$ cat src/rtl/core/tsl_pkg.sv
`timescale 1ns / 1ps
// ----------------------------------------------------------------------------
// Timeline segment locator package
// Field widths, operation and status codes, controller/datapath handshake types.
// ----------------------------------------------------------------------------
package tsl_pkg;

   localparam int MAX_SEGMENTS_DEF = 64;
   localparam int FRAME_BITS_DEF   = 24;

   localparam int OP_W     = 2;
   localparam int FIELD_W  = 24;
   localparam int INDEX_W  = 6;
   localparam int POS_W    = 31;
   localparam int STATUS_W = 2;
   localparam int LOCAL_W  = 24;
   localparam int TOTAL_W  = 31;

   localparam logic [OP_W-1:0] OP_APPEND = 2'd0;
   localparam logic [OP_W-1:0] OP_REMOVE = 2'd1;
   localparam logic [OP_W-1:0] OP_LOCATE = 2'd2;
   localparam logic [OP_W-1:0] OP_TOTAL  = 2'd3;

   localparam logic [STATUS_W-1:0] ST_OK        = 2'd0;
   localparam logic [STATUS_W-1:0] ST_BAD_INDEX = 2'd1;
   localparam logic [STATUS_W-1:0] ST_FULL      = 2'd2;

   typedef struct packed {
      logic latch;
      logic append;
      logic rm_sub;
      logic rm_shift;
      logic rm_finish;
      logic loc_step;
      logic load_out;
   } tsl_cmd_type;

   typedef struct packed {
      logic [OP_W-1:0] op;
      logic            abort;
      logic            rd_in_range;
      logic            loc_stop;
      logic            out_free;
   } tsl_stat_type;

endpackage

$ cat src/rtl/core/tsl_channels.sv
`timescale 1ns / 1ps
// ----------------------------------------------------------------------------
// Timeline segment locator channels
// Valid/ready request and response channels with their payload fields.
// ----------------------------------------------------------------------------
interface tsl_req_if;
   import tsl_pkg::*;

   logic               valid;
   logic               ready;
   logic [OP_W-1:0]    operation;
   logic [FIELD_W-1:0] gap_frames;
   logic [FIELD_W-1:0] clip_frames;
   logic [INDEX_W-1:0] entry_index;
   logic [POS_W-1:0]   position;

   modport source (output valid, operation, gap_frames, clip_frames, entry_index,
                   position, input ready);
   modport sink (input valid, operation, gap_frames, clip_frames, entry_index,
                 position, output ready);
endinterface

interface tsl_rsp_if;
   import tsl_pkg::*;

   logic                valid;
   logic                ready;
   logic [STATUS_W-1:0] status;
   logic                in_clip;
   logic [INDEX_W-1:0]  hit_index;
   logic [LOCAL_W-1:0]  local_frame;
   logic [TOTAL_W-1:0]  total_length;

   modport source (output valid, status, in_clip, hit_index, local_frame, total_length,
                   input ready);
   modport sink (input valid, status, in_clip, hit_index, local_frame, total_length,
                 output ready);
endinterface

$ cat src/rtl/core/tsl_ctrl.sv
`timescale 1ns / 1ps
// ----------------------------------------------------------------------------
// Timeline segment locator controller
// Sequences append, remove, locate and total over the datapath.
// ----------------------------------------------------------------------------
module tsl_ctrl (
   input  logic                  clock,
   input  logic                  reset,
   input  logic                  req_valid,
   output logic                  req_ready,
   input  tsl_pkg::tsl_stat_type stat,
   output tsl_pkg::tsl_cmd_type  cmd
);
   import tsl_pkg::*;

   localparam logic [2:0] S_IDLE     = 3'd0;
   localparam logic [2:0] S_DISPATCH = 3'd1;
   localparam logic [2:0] S_RM_SUB   = 3'd2;
   localparam logic [2:0] S_RM_SHIFT = 3'd3;
   localparam logic [2:0] S_LOC_SCAN = 3'd4;
   localparam logic [2:0] S_DONE     = 3'd5;

   logic [2:0] state_ff;
   logic [2:0] state_in;

   always_comb begin
      state_in  = state_ff;
      cmd       = '0;
      req_ready = (state_ff == S_IDLE) && !reset;
      case (state_ff)
         S_IDLE: begin
            if (req_valid && !reset) begin
               cmd.latch = 1'b1;
               state_in  = S_DISPATCH;
            end
         end
         S_DISPATCH: begin
            case (stat.op)
               OP_APPEND: begin
                  cmd.append = !stat.abort;
                  state_in   = S_DONE;
               end
               OP_REMOVE: begin
                  state_in = stat.abort ? S_DONE : S_RM_SUB;
               end
               OP_LOCATE: begin
                  state_in = S_LOC_SCAN;
               end
               default: begin
                  state_in = S_DONE;
               end
            endcase
         end
         S_RM_SUB: begin
            cmd.rm_sub = 1'b1;
            state_in   = S_RM_SHIFT;
         end
         S_RM_SHIFT: begin
            // Each entry above the removed one moves down by one place.
            if (stat.rd_in_range) begin
               cmd.rm_shift = 1'b1;
            end else begin
               cmd.rm_finish = 1'b1;
               state_in      = S_DONE;
            end
         end
         S_LOC_SCAN: begin
            if (!stat.rd_in_range) begin
               state_in = S_DONE;
            end else begin
               cmd.loc_step = 1'b1;
               if (stat.loc_stop) begin
                  state_in = S_DONE;
               end
            end
         end
         S_DONE: begin
            if (stat.out_free) begin
               cmd.load_out = 1'b1;
               state_in     = S_IDLE;
            end
         end
         default: begin
            state_in = S_IDLE;
         end
      endcase
   end

   always_ff @(posedge clock) begin
      if (reset) begin
         state_ff <= S_IDLE;
      end else begin
         state_ff <= state_in;
      end
   end

endmodule

$ cat src/rtl/core/tsl_dp.sv
`timescale 1ns / 1ps
// ----------------------------------------------------------------------------
// Timeline segment locator datapath
// Segment store, running total, scan pointer and the result register.
// ----------------------------------------------------------------------------
module tsl_dp #(
   parameter int MAX_SEGMENTS = tsl_pkg::MAX_SEGMENTS_DEF,
   parameter int FRAME_BITS   = tsl_pkg::FRAME_BITS_DEF
) (
   input  logic                           clock,
   input  logic                           reset,
   input  tsl_pkg::tsl_cmd_type           cmd,
   output tsl_pkg::tsl_stat_type          stat,
   input  logic [tsl_pkg::OP_W-1:0]       operation,
   input  logic [tsl_pkg::FIELD_W-1:0]    gap_frames,
   input  logic [tsl_pkg::FIELD_W-1:0]    clip_frames,
   input  logic [tsl_pkg::INDEX_W-1:0]    entry_index,
   input  logic [tsl_pkg::POS_W-1:0]      position,
   output logic                           rsp_valid,
   input  logic                           rsp_ready,
   output logic [tsl_pkg::STATUS_W-1:0]   status,
   output logic                           in_clip,
   output logic [tsl_pkg::INDEX_W-1:0]    hit_index,
   output logic [tsl_pkg::LOCAL_W-1:0]    local_frame,
   output logic [tsl_pkg::TOTAL_W-1:0]    total_length
);
   import tsl_pkg::*;

   localparam int IDX_W   = $clog2(MAX_SEGMENTS);
   localparam int CNT_W   = $clog2(MAX_SEGMENTS + 1);
   localparam int PTR_W   = $clog2(MAX_SEGMENTS + 2);
   localparam int SUM_W   = FRAME_BITS + 1 + $clog2(MAX_SEGMENTS);
   localparam int CMP_W   = (PTR_W > INDEX_W) ? PTR_W : INDEX_W;
   localparam int ENTRY_W = 2 * FRAME_BITS;

   logic [ENTRY_W-1:0]    mem [MAX_SEGMENTS];

   logic [OP_W-1:0]       op_ff;
   logic [STATUS_W-1:0]   status_ff;
   logic [STATUS_W-1:0]   status_in;
   logic [CNT_W-1:0]      count_ff;
   logic [PTR_W-1:0]      ptr_ff;
   logic [PTR_W-1:0]      rd_ptr_ff;
   logic [ENTRY_W-1:0]    rd_data_ff;
   logic [SUM_W-1:0]      sum_ff;
   logic [POS_W-1:0]      rem_ff;
   logic                  hit_ff;
   logic [INDEX_W-1:0]    which_ff;
   logic [LOCAL_W-1:0]    local_ff;
   logic [FRAME_BITS-1:0] gap_ff;
   logic [FRAME_BITS-1:0] len_ff;

   logic                  rsp_valid_ff;
   logic [STATUS_W-1:0]   rsp_status_ff;
   logic                  rsp_in_clip_ff;
   logic [INDEX_W-1:0]    rsp_hit_ff;
   logic [LOCAL_W-1:0]    rsp_local_ff;
   logic [TOTAL_W-1:0]    rsp_total_ff;

   logic [FRAME_BITS-1:0] rd_gap;
   logic [FRAME_BITS-1:0] rd_len;
   logic                  table_full;
   logic                  index_bad;
   logic                  rem_in_gap;
   logic [POS_W-1:0]      clip_offset;
   logic                  offset_in_clip;
   logic [IDX_W-1:0]      wr_idx;
   logic [TOTAL_W-1:0]    total_sat;

   assign rd_gap = rd_data_ff[ENTRY_W-1:FRAME_BITS];
   assign rd_len = rd_data_ff[FRAME_BITS-1:0];

   assign table_full = (count_ff == CNT_W'(MAX_SEGMENTS));
   assign index_bad  = (CMP_W'(entry_index) >= CMP_W'(count_ff));

   // The remaining distance from the current segment base never goes negative,
   // since the walk stops as soon as the position falls inside a segment.
   assign rem_in_gap     = (rem_ff < POS_W'(rd_gap));
   assign clip_offset    = rem_ff - POS_W'(rd_gap);
   assign offset_in_clip = (clip_offset < POS_W'(rd_len));

   assign wr_idx = IDX_W'(rd_ptr_ff - PTR_W'(1));

   generate
      if (SUM_W > TOTAL_W) begin : g_sat
         assign total_sat = (|sum_ff[SUM_W-1:TOTAL_W]) ? '1 : sum_ff[TOTAL_W-1:0];
      end else begin : g_nosat
         assign total_sat = TOTAL_W'(sum_ff);
      end
   endgenerate

   always_comb begin
      case (operation)
         OP_APPEND: status_in = table_full ? ST_FULL : ST_OK;
         OP_REMOVE: status_in = index_bad ? ST_BAD_INDEX : ST_OK;
         default:   status_in = ST_OK;
      endcase
   end

   assign stat.op          = op_ff;
   assign stat.abort       = (status_ff != ST_OK);
   assign stat.rd_in_range = (rd_ptr_ff < PTR_W'(count_ff));
   assign stat.loc_stop    = rem_in_gap || offset_in_clip;
   assign stat.out_free    = !rsp_valid_ff || rsp_ready;

   // Segment store: at most one write and one registered read a cycle.
   always_ff @(posedge clock) begin
      if (cmd.append) begin
         mem[count_ff[IDX_W-1:0]] <= {gap_ff, len_ff};
      end else if (cmd.rm_shift) begin
         mem[wr_idx] <= rd_data_ff;
      end
      rd_data_ff <= mem[ptr_ff[IDX_W-1:0]];
      rd_ptr_ff  <= ptr_ff;
   end

   always_ff @(posedge clock) begin
      if (cmd.latch) begin
         op_ff     <= operation;
         status_ff <= status_in;
         gap_ff    <= FRAME_BITS'(gap_frames);
         len_ff    <= FRAME_BITS'(clip_frames);
         rem_ff    <= position;
         hit_ff    <= 1'b0;
         which_ff  <= '0;
         local_ff  <= '0;
         ptr_ff    <= (operation == OP_REMOVE) ? PTR_W'(entry_index) : '0;
      end else begin
         ptr_ff <= ptr_ff + PTR_W'(1);
         if (cmd.loc_step) begin
            rem_ff <= clip_offset - POS_W'(rd_len);
            if (!rem_in_gap && offset_in_clip) begin
               hit_ff   <= 1'b1;
               which_ff <= INDEX_W'(rd_ptr_ff);
               local_ff <= LOCAL_W'(clip_offset);
            end
         end
      end
   end

   always_ff @(posedge clock) begin
      if (reset) begin
         count_ff <= '0;
         sum_ff   <= '0;
      end else if (cmd.append) begin
         count_ff <= count_ff + CNT_W'(1);
         sum_ff   <= sum_ff + SUM_W'(gap_ff) + SUM_W'(len_ff);
      end else if (cmd.rm_sub) begin
         sum_ff <= sum_ff - (SUM_W'(rd_gap) + SUM_W'(rd_len));
      end else if (cmd.rm_finish) begin
         count_ff <= count_ff - CNT_W'(1);
      end
   end

   always_ff @(posedge clock) begin
      if (reset) begin
         rsp_valid_ff <= 1'b0;
      end else if (cmd.load_out) begin
         rsp_valid_ff <= 1'b1;
      end else if (rsp_ready) begin
         rsp_valid_ff <= 1'b0;
      end
   end

   always_ff @(posedge clock) begin
      if (cmd.load_out) begin
         rsp_status_ff  <= status_ff;
         rsp_in_clip_ff <= hit_ff;
         rsp_hit_ff     <= which_ff;
         rsp_local_ff   <= local_ff;
         rsp_total_ff   <= total_sat;
      end
   end

   assign rsp_valid    = rsp_valid_ff;
   assign status       = rsp_status_ff;
   assign in_clip      = rsp_in_clip_ff;
   assign hit_index    = rsp_hit_ff;
   assign local_frame  = rsp_local_ff;
   assign total_length = rsp_total_ff;

endmodule

$ cat src/rtl/core/timeline_segment_locator.sv
`timescale 1ns / 1ps
// One item is in work at a time; the next is taken only after the result of the
// last one has been registered.
// Reset clears the entry count, running total and control; store contents are
// left as they are and never read before being written.
// ----------------------------------------------------------------------------
// Timeline segment locator
// Ordered segment table with append, remove, locate and total operations.
// ----------------------------------------------------------------------------
module timeline_segment_locator #(
   parameter int MAX_SEGMENTS = tsl_pkg::MAX_SEGMENTS_DEF,
   parameter int FRAME_BITS   = tsl_pkg::FRAME_BITS_DEF
) (
   input  logic      clock,
   input  logic      reset,
   tsl_req_if.sink   req_ch,
   tsl_rsp_if.source rsp_ch
);
   import tsl_pkg::*;

   tsl_cmd_type  cmd;
   tsl_stat_type stat;

   tsl_ctrl u_ctrl (
      .clock     (clock),
      .reset     (reset),
      .req_valid (req_ch.valid),
      .req_ready (req_ch.ready),
      .stat      (stat),
      .cmd       (cmd)
   );

   tsl_dp #(
      .MAX_SEGMENTS (MAX_SEGMENTS),
      .FRAME_BITS   (FRAME_BITS)
   ) u_dp (
      .clock        (clock),
      .reset        (reset),
      .cmd          (cmd),
      .stat         (stat),
      .operation    (req_ch.operation),
      .gap_frames   (req_ch.gap_frames),
      .clip_frames  (req_ch.clip_frames),
      .entry_index  (req_ch.entry_index),
      .position     (req_ch.position),
      .rsp_valid    (rsp_ch.valid),
      .rsp_ready    (rsp_ch.ready),
      .status       (rsp_ch.status),
      .in_clip      (rsp_ch.in_clip),
      .hit_index    (rsp_ch.hit_index),
      .local_frame  (rsp_ch.local_frame),
      .total_length (rsp_ch.total_length)
   );

endmodule

$ cat src/flat_wrapper.sv
// flat-port wrapper written by rule: the top's interface ports become plain ports
module timeline_segment_locator_flat import tsl_pkg::*;
#(
   parameter int MAX_SEGMENTS = tsl_pkg::MAX_SEGMENTS_DEF,
   parameter int FRAME_BITS   = tsl_pkg::FRAME_BITS_DEF
)
  (clock, reset, req_ch_valid, req_ch_operation, req_ch_gap_frames, req_ch_clip_frames, req_ch_entry_index, req_ch_position, req_ch_ready, rsp_ch_valid, rsp_ch_status, rsp_ch_in_clip, rsp_ch_hit_index, rsp_ch_local_frame, rsp_ch_total_length, rsp_ch_ready);
  tsl_req_if req_ch_i ();
  tsl_rsp_if rsp_ch_i ();
  input  logic clock;
  input  logic reset;
  input wire logic [$bits(req_ch_i.valid)-1:0] req_ch_valid;
  input wire logic [$bits(req_ch_i.operation)-1:0] req_ch_operation;
  input wire logic [$bits(req_ch_i.gap_frames)-1:0] req_ch_gap_frames;
  input wire logic [$bits(req_ch_i.clip_frames)-1:0] req_ch_clip_frames;
  input wire logic [$bits(req_ch_i.entry_index)-1:0] req_ch_entry_index;
  input wire logic [$bits(req_ch_i.position)-1:0] req_ch_position;
  output wire logic [$bits(req_ch_i.ready)-1:0] req_ch_ready;
  output wire logic [$bits(rsp_ch_i.valid)-1:0] rsp_ch_valid;
  output wire logic [$bits(rsp_ch_i.status)-1:0] rsp_ch_status;
  output wire logic [$bits(rsp_ch_i.in_clip)-1:0] rsp_ch_in_clip;
  output wire logic [$bits(rsp_ch_i.hit_index)-1:0] rsp_ch_hit_index;
  output wire logic [$bits(rsp_ch_i.local_frame)-1:0] rsp_ch_local_frame;
  output wire logic [$bits(rsp_ch_i.total_length)-1:0] rsp_ch_total_length;
  input wire logic [$bits(rsp_ch_i.ready)-1:0] rsp_ch_ready;
  assign req_ch_i.valid = req_ch_valid;
  assign req_ch_i.operation = req_ch_operation;
  assign req_ch_i.gap_frames = req_ch_gap_frames;
  assign req_ch_i.clip_frames = req_ch_clip_frames;
  assign req_ch_i.entry_index = req_ch_entry_index;
  assign req_ch_i.position = req_ch_position;
  assign req_ch_ready = req_ch_i.ready;
  assign rsp_ch_valid = rsp_ch_i.valid;
  assign rsp_ch_status = rsp_ch_i.status;
  assign rsp_ch_in_clip = rsp_ch_i.in_clip;
  assign rsp_ch_hit_index = rsp_ch_i.hit_index;
  assign rsp_ch_local_frame = rsp_ch_i.local_frame;
  assign rsp_ch_total_length = rsp_ch_i.total_length;
  assign rsp_ch_i.ready = rsp_ch_ready;
  timeline_segment_locator #(.MAX_SEGMENTS(MAX_SEGMENTS), .FRAME_BITS(FRAME_BITS)) u_core (.clock(clock), .reset(reset), .req_ch(req_ch_i), .rsp_ch(rsp_ch_i));
endmodule
$ cat config.mk
export PLATFORM = sky130hd
export DESIGN_NAME = timeline_segment_locator_flat
export DESIGN_NICKNAME = d
export VERILOG_FILES = /design/src/rtl/core/tsl_pkg.sv /design/src/rtl/core/tsl_channels.sv /design/src/rtl/core/tsl_ctrl.sv /design/src/rtl/core/tsl_dp.sv /design/src/rtl/core/timeline_segment_locator.sv /design/src/flat_wrapper.sv
export SDC_FILE = /design/constraint.sdc
export NUM_CORES = 2
export LEC_CHECK = 0
export ABC_AREA = 1
export BUFFER_PORTS_ARGS = -buffer_cell sky130_fd_sc_hd__buf_2
export CAP_MARGIN = 40
export CORE_UTILIZATION = 65
export CTS_BUF_LIST = sky130_fd_sc_hd__clkbuf_4 sky130_fd_sc_hd__clkbuf_8
export CTS_CLUSTER_DIAMETER = 100
export CTS_CLUSTER_SIZE = 28
export DETAILED_ROUTE_END_ITERATION = 6
export HOLD_SLACK_MARGIN = 0.05
export PLACE_DENSITY = 0.82
export REMOVE_ABC_BUFFERS = 1
export SLEW_MARGIN = 20
export SYNTH_ARGS = -nofsm -noshare
export SYNTH_HDL_FRONTEND = slang
export SYNTH_SLANG_ARGS = --single-unit
export TNS_END_PERCENT = 1
$ cat constraint.sdc
create_clock -name clock -period 5.6 [get_ports clock]
set_input_delay 0.84 -clock clock [delete_from_list [all_inputs] [get_ports clock]]
set_output_delay 0.84 -clock clock [all_outputs]
set_load 0.02 [all_outputs]
==> metrics.yaml <==
critical_path:
  critPathMaxStageDelay_ns: 0.81
  r2r_cells: 13
  critPathRequiredTime_ns: 6.33
  path_max_fanout: 22
  criticalPathCategory: "reg -> reg"
  cp-startpoint: "u_core.u_dp.count_ff[2]"
  r2r_start: "u_core.u_dp.count_ff[2]"
  reg2reg_setup_slack_ns: 0.88
  worst_ep_arrival_time_ns: 5.46
  reg2reg_to: "u_core.u_dp.mem[46][20]"
  cp_num_cells: 13
  crit_buf_inv: 3
  slowest_stage: "o21ai_1"
  endpoint: "u_core.u_dp.mem[46][20]"
  endpoint_kind: "register"
  cp_top_family: "simple AND/OR/NAND/NOR gates"
  crit_path_cell_trace: "inv_1 > ha_1 > a21oi_1 > nand2_1 > nand4_1 > o211a_2 > nand2_4 > o21ai_1 > inv_1 > nor2_1 > nand2_1 > nor2_4 > buf_4"
  critPathLaunchType: "register"
synth:
  postSynthCellCount: 10900
  seq_area_frac_synth: 0.726
  syn_area_um2: 137000
  synth_async_sr_flop_share: 0
  synth_top_flop_cell: "edfxtp_1"
  yosys_warnings: 0
  syn_area_per_cell_um2: 12.5
  synth_cell_types: 56
  synth_edf_count: 3219
  synth.ff_latch_count: 3354
cts:
  cts_buffers: 144
  clock-sinks: 3354
  post-cts-setup-buffers: 0
  cts_resized: 0
  htreeDepth: 4
  cts_root_buf: "clkbuf_8"
  insertion_delay_ns: 1.05
  cts_buffer_depth: 3
  cts_tree: "built"
  cts.clk_slew.worst_paths_ns: 0.17
drt:
  wl_per_cell_um: 30.2
  dr_total_vias: 94900
  wl_um: 415000
  drtIter0Drc: 16700
  drc: 9
  m1WireLength_um: 141000
  avgViaCountPerCell: 6.90
  dr.pass1.iters: 7
  highest_layer: "met5"
  met2_length_um: 191000
  ant_nets: 0
  met3_length_um: 56500
layout:
  drive_gt1_frac: 0.0786
  fin_util: 0.698
  synthToLayoutAreaGrowth_pct: 6.77
  fillers: 13800
  layout_commonest_cell: "edfxtp_1"
  layout_common_cells: "edfxtp_1, nor2_1, o21ai_0"
  num-nets-final: 11100
  post_layout_nonfiller_instances: 13800
global_route:
  grt_max_degree: 220
  grt_overflow: 0
  antenna_found_initial: 24
  grt_pass1_wl_um: 593000
  grt_usage: 0.385
  grt_pass1_vias: 89500
status:
  status: "complete, but fails checks"
  violations: "design-rule violations"
power_and_ir_drop:
  p_sw_frac: 0.451
  power.leakage_nw: 47.4
  power_density_nw_per_um2: 518
  power_frac_comb: 0.478
  p_int_mw: 41.5
  pwr-share-clk: 0.133
  power_mw: 75.7
  p_sw_mw: 34.2
  vdd_drop_max_v: 0.000403
  power_frac_seq: 0.389
timing:
  worstMarginPinSlew_ns: 1.23
  finalClockSkew_ns: 0.0525
  slew_violations: 0
  setup_viol: 0
  finalCritPeriodShare: 0.843
  final_hold_viol_count: 0
  clock.fmax_mhz: 212
  relSlewSlack: 0.177
  layout_min_cycle_time_ns: 4.72
  setup_ws_ns: 0.878
  rsz0062_at_grt: "false"
  tns_ns: 0
die:
  rows: 168
  chipHeight_um: 461
  core_um2: 209000
  dieArea_um2: 212000
  die_x_um: 461
  ioPinCount: 157
  start_util: 0.654
hold_path:
  min_path_type: "in -> reg"
  hp-start: "req_ch_position[29]"
placement:
  post-place-ws_ns: 1.06
  port_buffers: 156
  dp_hpwl_um: 255000
  dp.cells: 13500
  place.gp.congestion: 0.963
flow_run:
  drv_cap: 0
through the flow:
| step | instance area [um2] | hold slack (ns) |
|---|---|---|
| 2_1_floorplan | 134000 | 0.349 |
| 3_3_place_gp | 142000 | 0.399 |
| 3_5_place_dp | 143000 | 0.392 |
| 4_1_cts | 146000 | 0.0570 |
| 5_1_grt | 146000 | 0.0936 |
| 6_report | 146000 | 0.136 |
power by group through the flow:
stage          logic (mW)  clock network, mW  registers, mW
3_5_place_dp         34.7                  0           30.0
3_3_place_gp         33.9                  0           29.9
2_1_floorplan        15.5                  0           30.7
4_1_cts              34.9               10.0           29.4
6_report             36.2               10.1           29.4
5_1_grt              38.5               10.8           29.4
layer usage:
layer / track usage / up-vias
met5: 0 / -
met4: 0.213 / 22
met3: 0.0914 / 1318
met2: 0.593 / 7968
met1: 0.510 / 45600
li1: - / 40000
synth_stat cells (all sizes together) (32+ instances only):
master  count  area share
a21oi     178      0.0065
buf       150      0.0056
clkbuf    556       0.015
dfxtp     135       0.020
edfxtp   3219        0.71
fa         52      0.0076
ha        121       0.011
inv       298      0.0082
nand2     717       0.020
nand3     154      0.0058
nor2     2106       0.058
o211ai    140      0.0077
o21ai    1979       0.072
o221ai    220       0.014
o22ai     638       0.029
xor2       32      0.0020
area by class of cell:
cell class	instances	area [um2]	area share
timing repair buffer	520	4830	0.0331
inverter	301	1160	0.00793
clock inverter	24	299	0.00205
tap	2805	3510	0.0240
sequential	3354	99400	0.680
multi-input combinational	6551	34600	0.237
antenna	10	25.0	0.000171
clock buffer	190	2360	0.0161
sequential cells by signal (all words and copies together) (netlist names), 2 cells and up:
name                      cells
u_core.u_dp.mem            3072
u_core.u_dp.rd_data_ff       48
u_core.u_dp.rem_ff           31
u_core.u_dp.sum_ff           31
u_core.u_dp.total_length     31
u_core.u_dp.gap_ff           24
u_core.u_dp.len_ff           24
u_core.u_dp.local_ff         24
u_core.u_dp.local_frame      24
u_core.u_dp.count_ff          7
u_core.u_dp.ptr_ff            7
u_core.u_dp.rd_ptr_ff         7
u_core.u_dp.hit_index         6
u_core.u_dp.which_ff          6
u_core.u_ctrl.state_ff        3
u_core.u_dp.op_ff             2
u_core.u_dp.status            2
u_core.u_dp.status_ff         2
worst min path at each step:
stage,to,slack [ns],cells after the start
3_5_place_dp,u_core.u_dp.rd_ptr_ff[6],0.39,0
6_report,u_core.u_dp.rem_ff[29],0.14,3
5_1_grt,u_core.u_dp.ptr_ff[2],0.09,3
2_1_floorplan,u_core.u_dp.rd_ptr_ff[6],0.35,0
3_3_place_gp,u_core.u_dp.rd_ptr_ff[6],0.40,0
4_1_cts,u_core.u_dp.ptr_ff[2],0.06,3
tightest hold or removal path, stage by stage:
cell	delay [ns]
buf_2	0.09
nand2_1	0.08
nand2_1	0.08
kinds of logic (layout without fill, tap and decap cells):
logic type               count (synthesis)  after routing  synth area share
flip-flops                            3354           3354             0.726
AO/OA/AOI/OAI                         3249           3249             0.135
AND/OR/NAND/NOR                       3067           3067            0.0874
buffers and inverters                 1007           1035            0.0291
adder cells (fa/ha/maj)                173            173            0.0187
XOR/XNOR                                59             59           0.00377
multiplexers                             3              3          0.000219
other                                    0             10                 0
repair_timing:
action / CTS / global route
hold endpoints to repair: 53 / 0
setup endpoints to repair: 0 / 0
hold buffers: 53 / 0
Note: power is estimated with default switching activity, not from simulation.
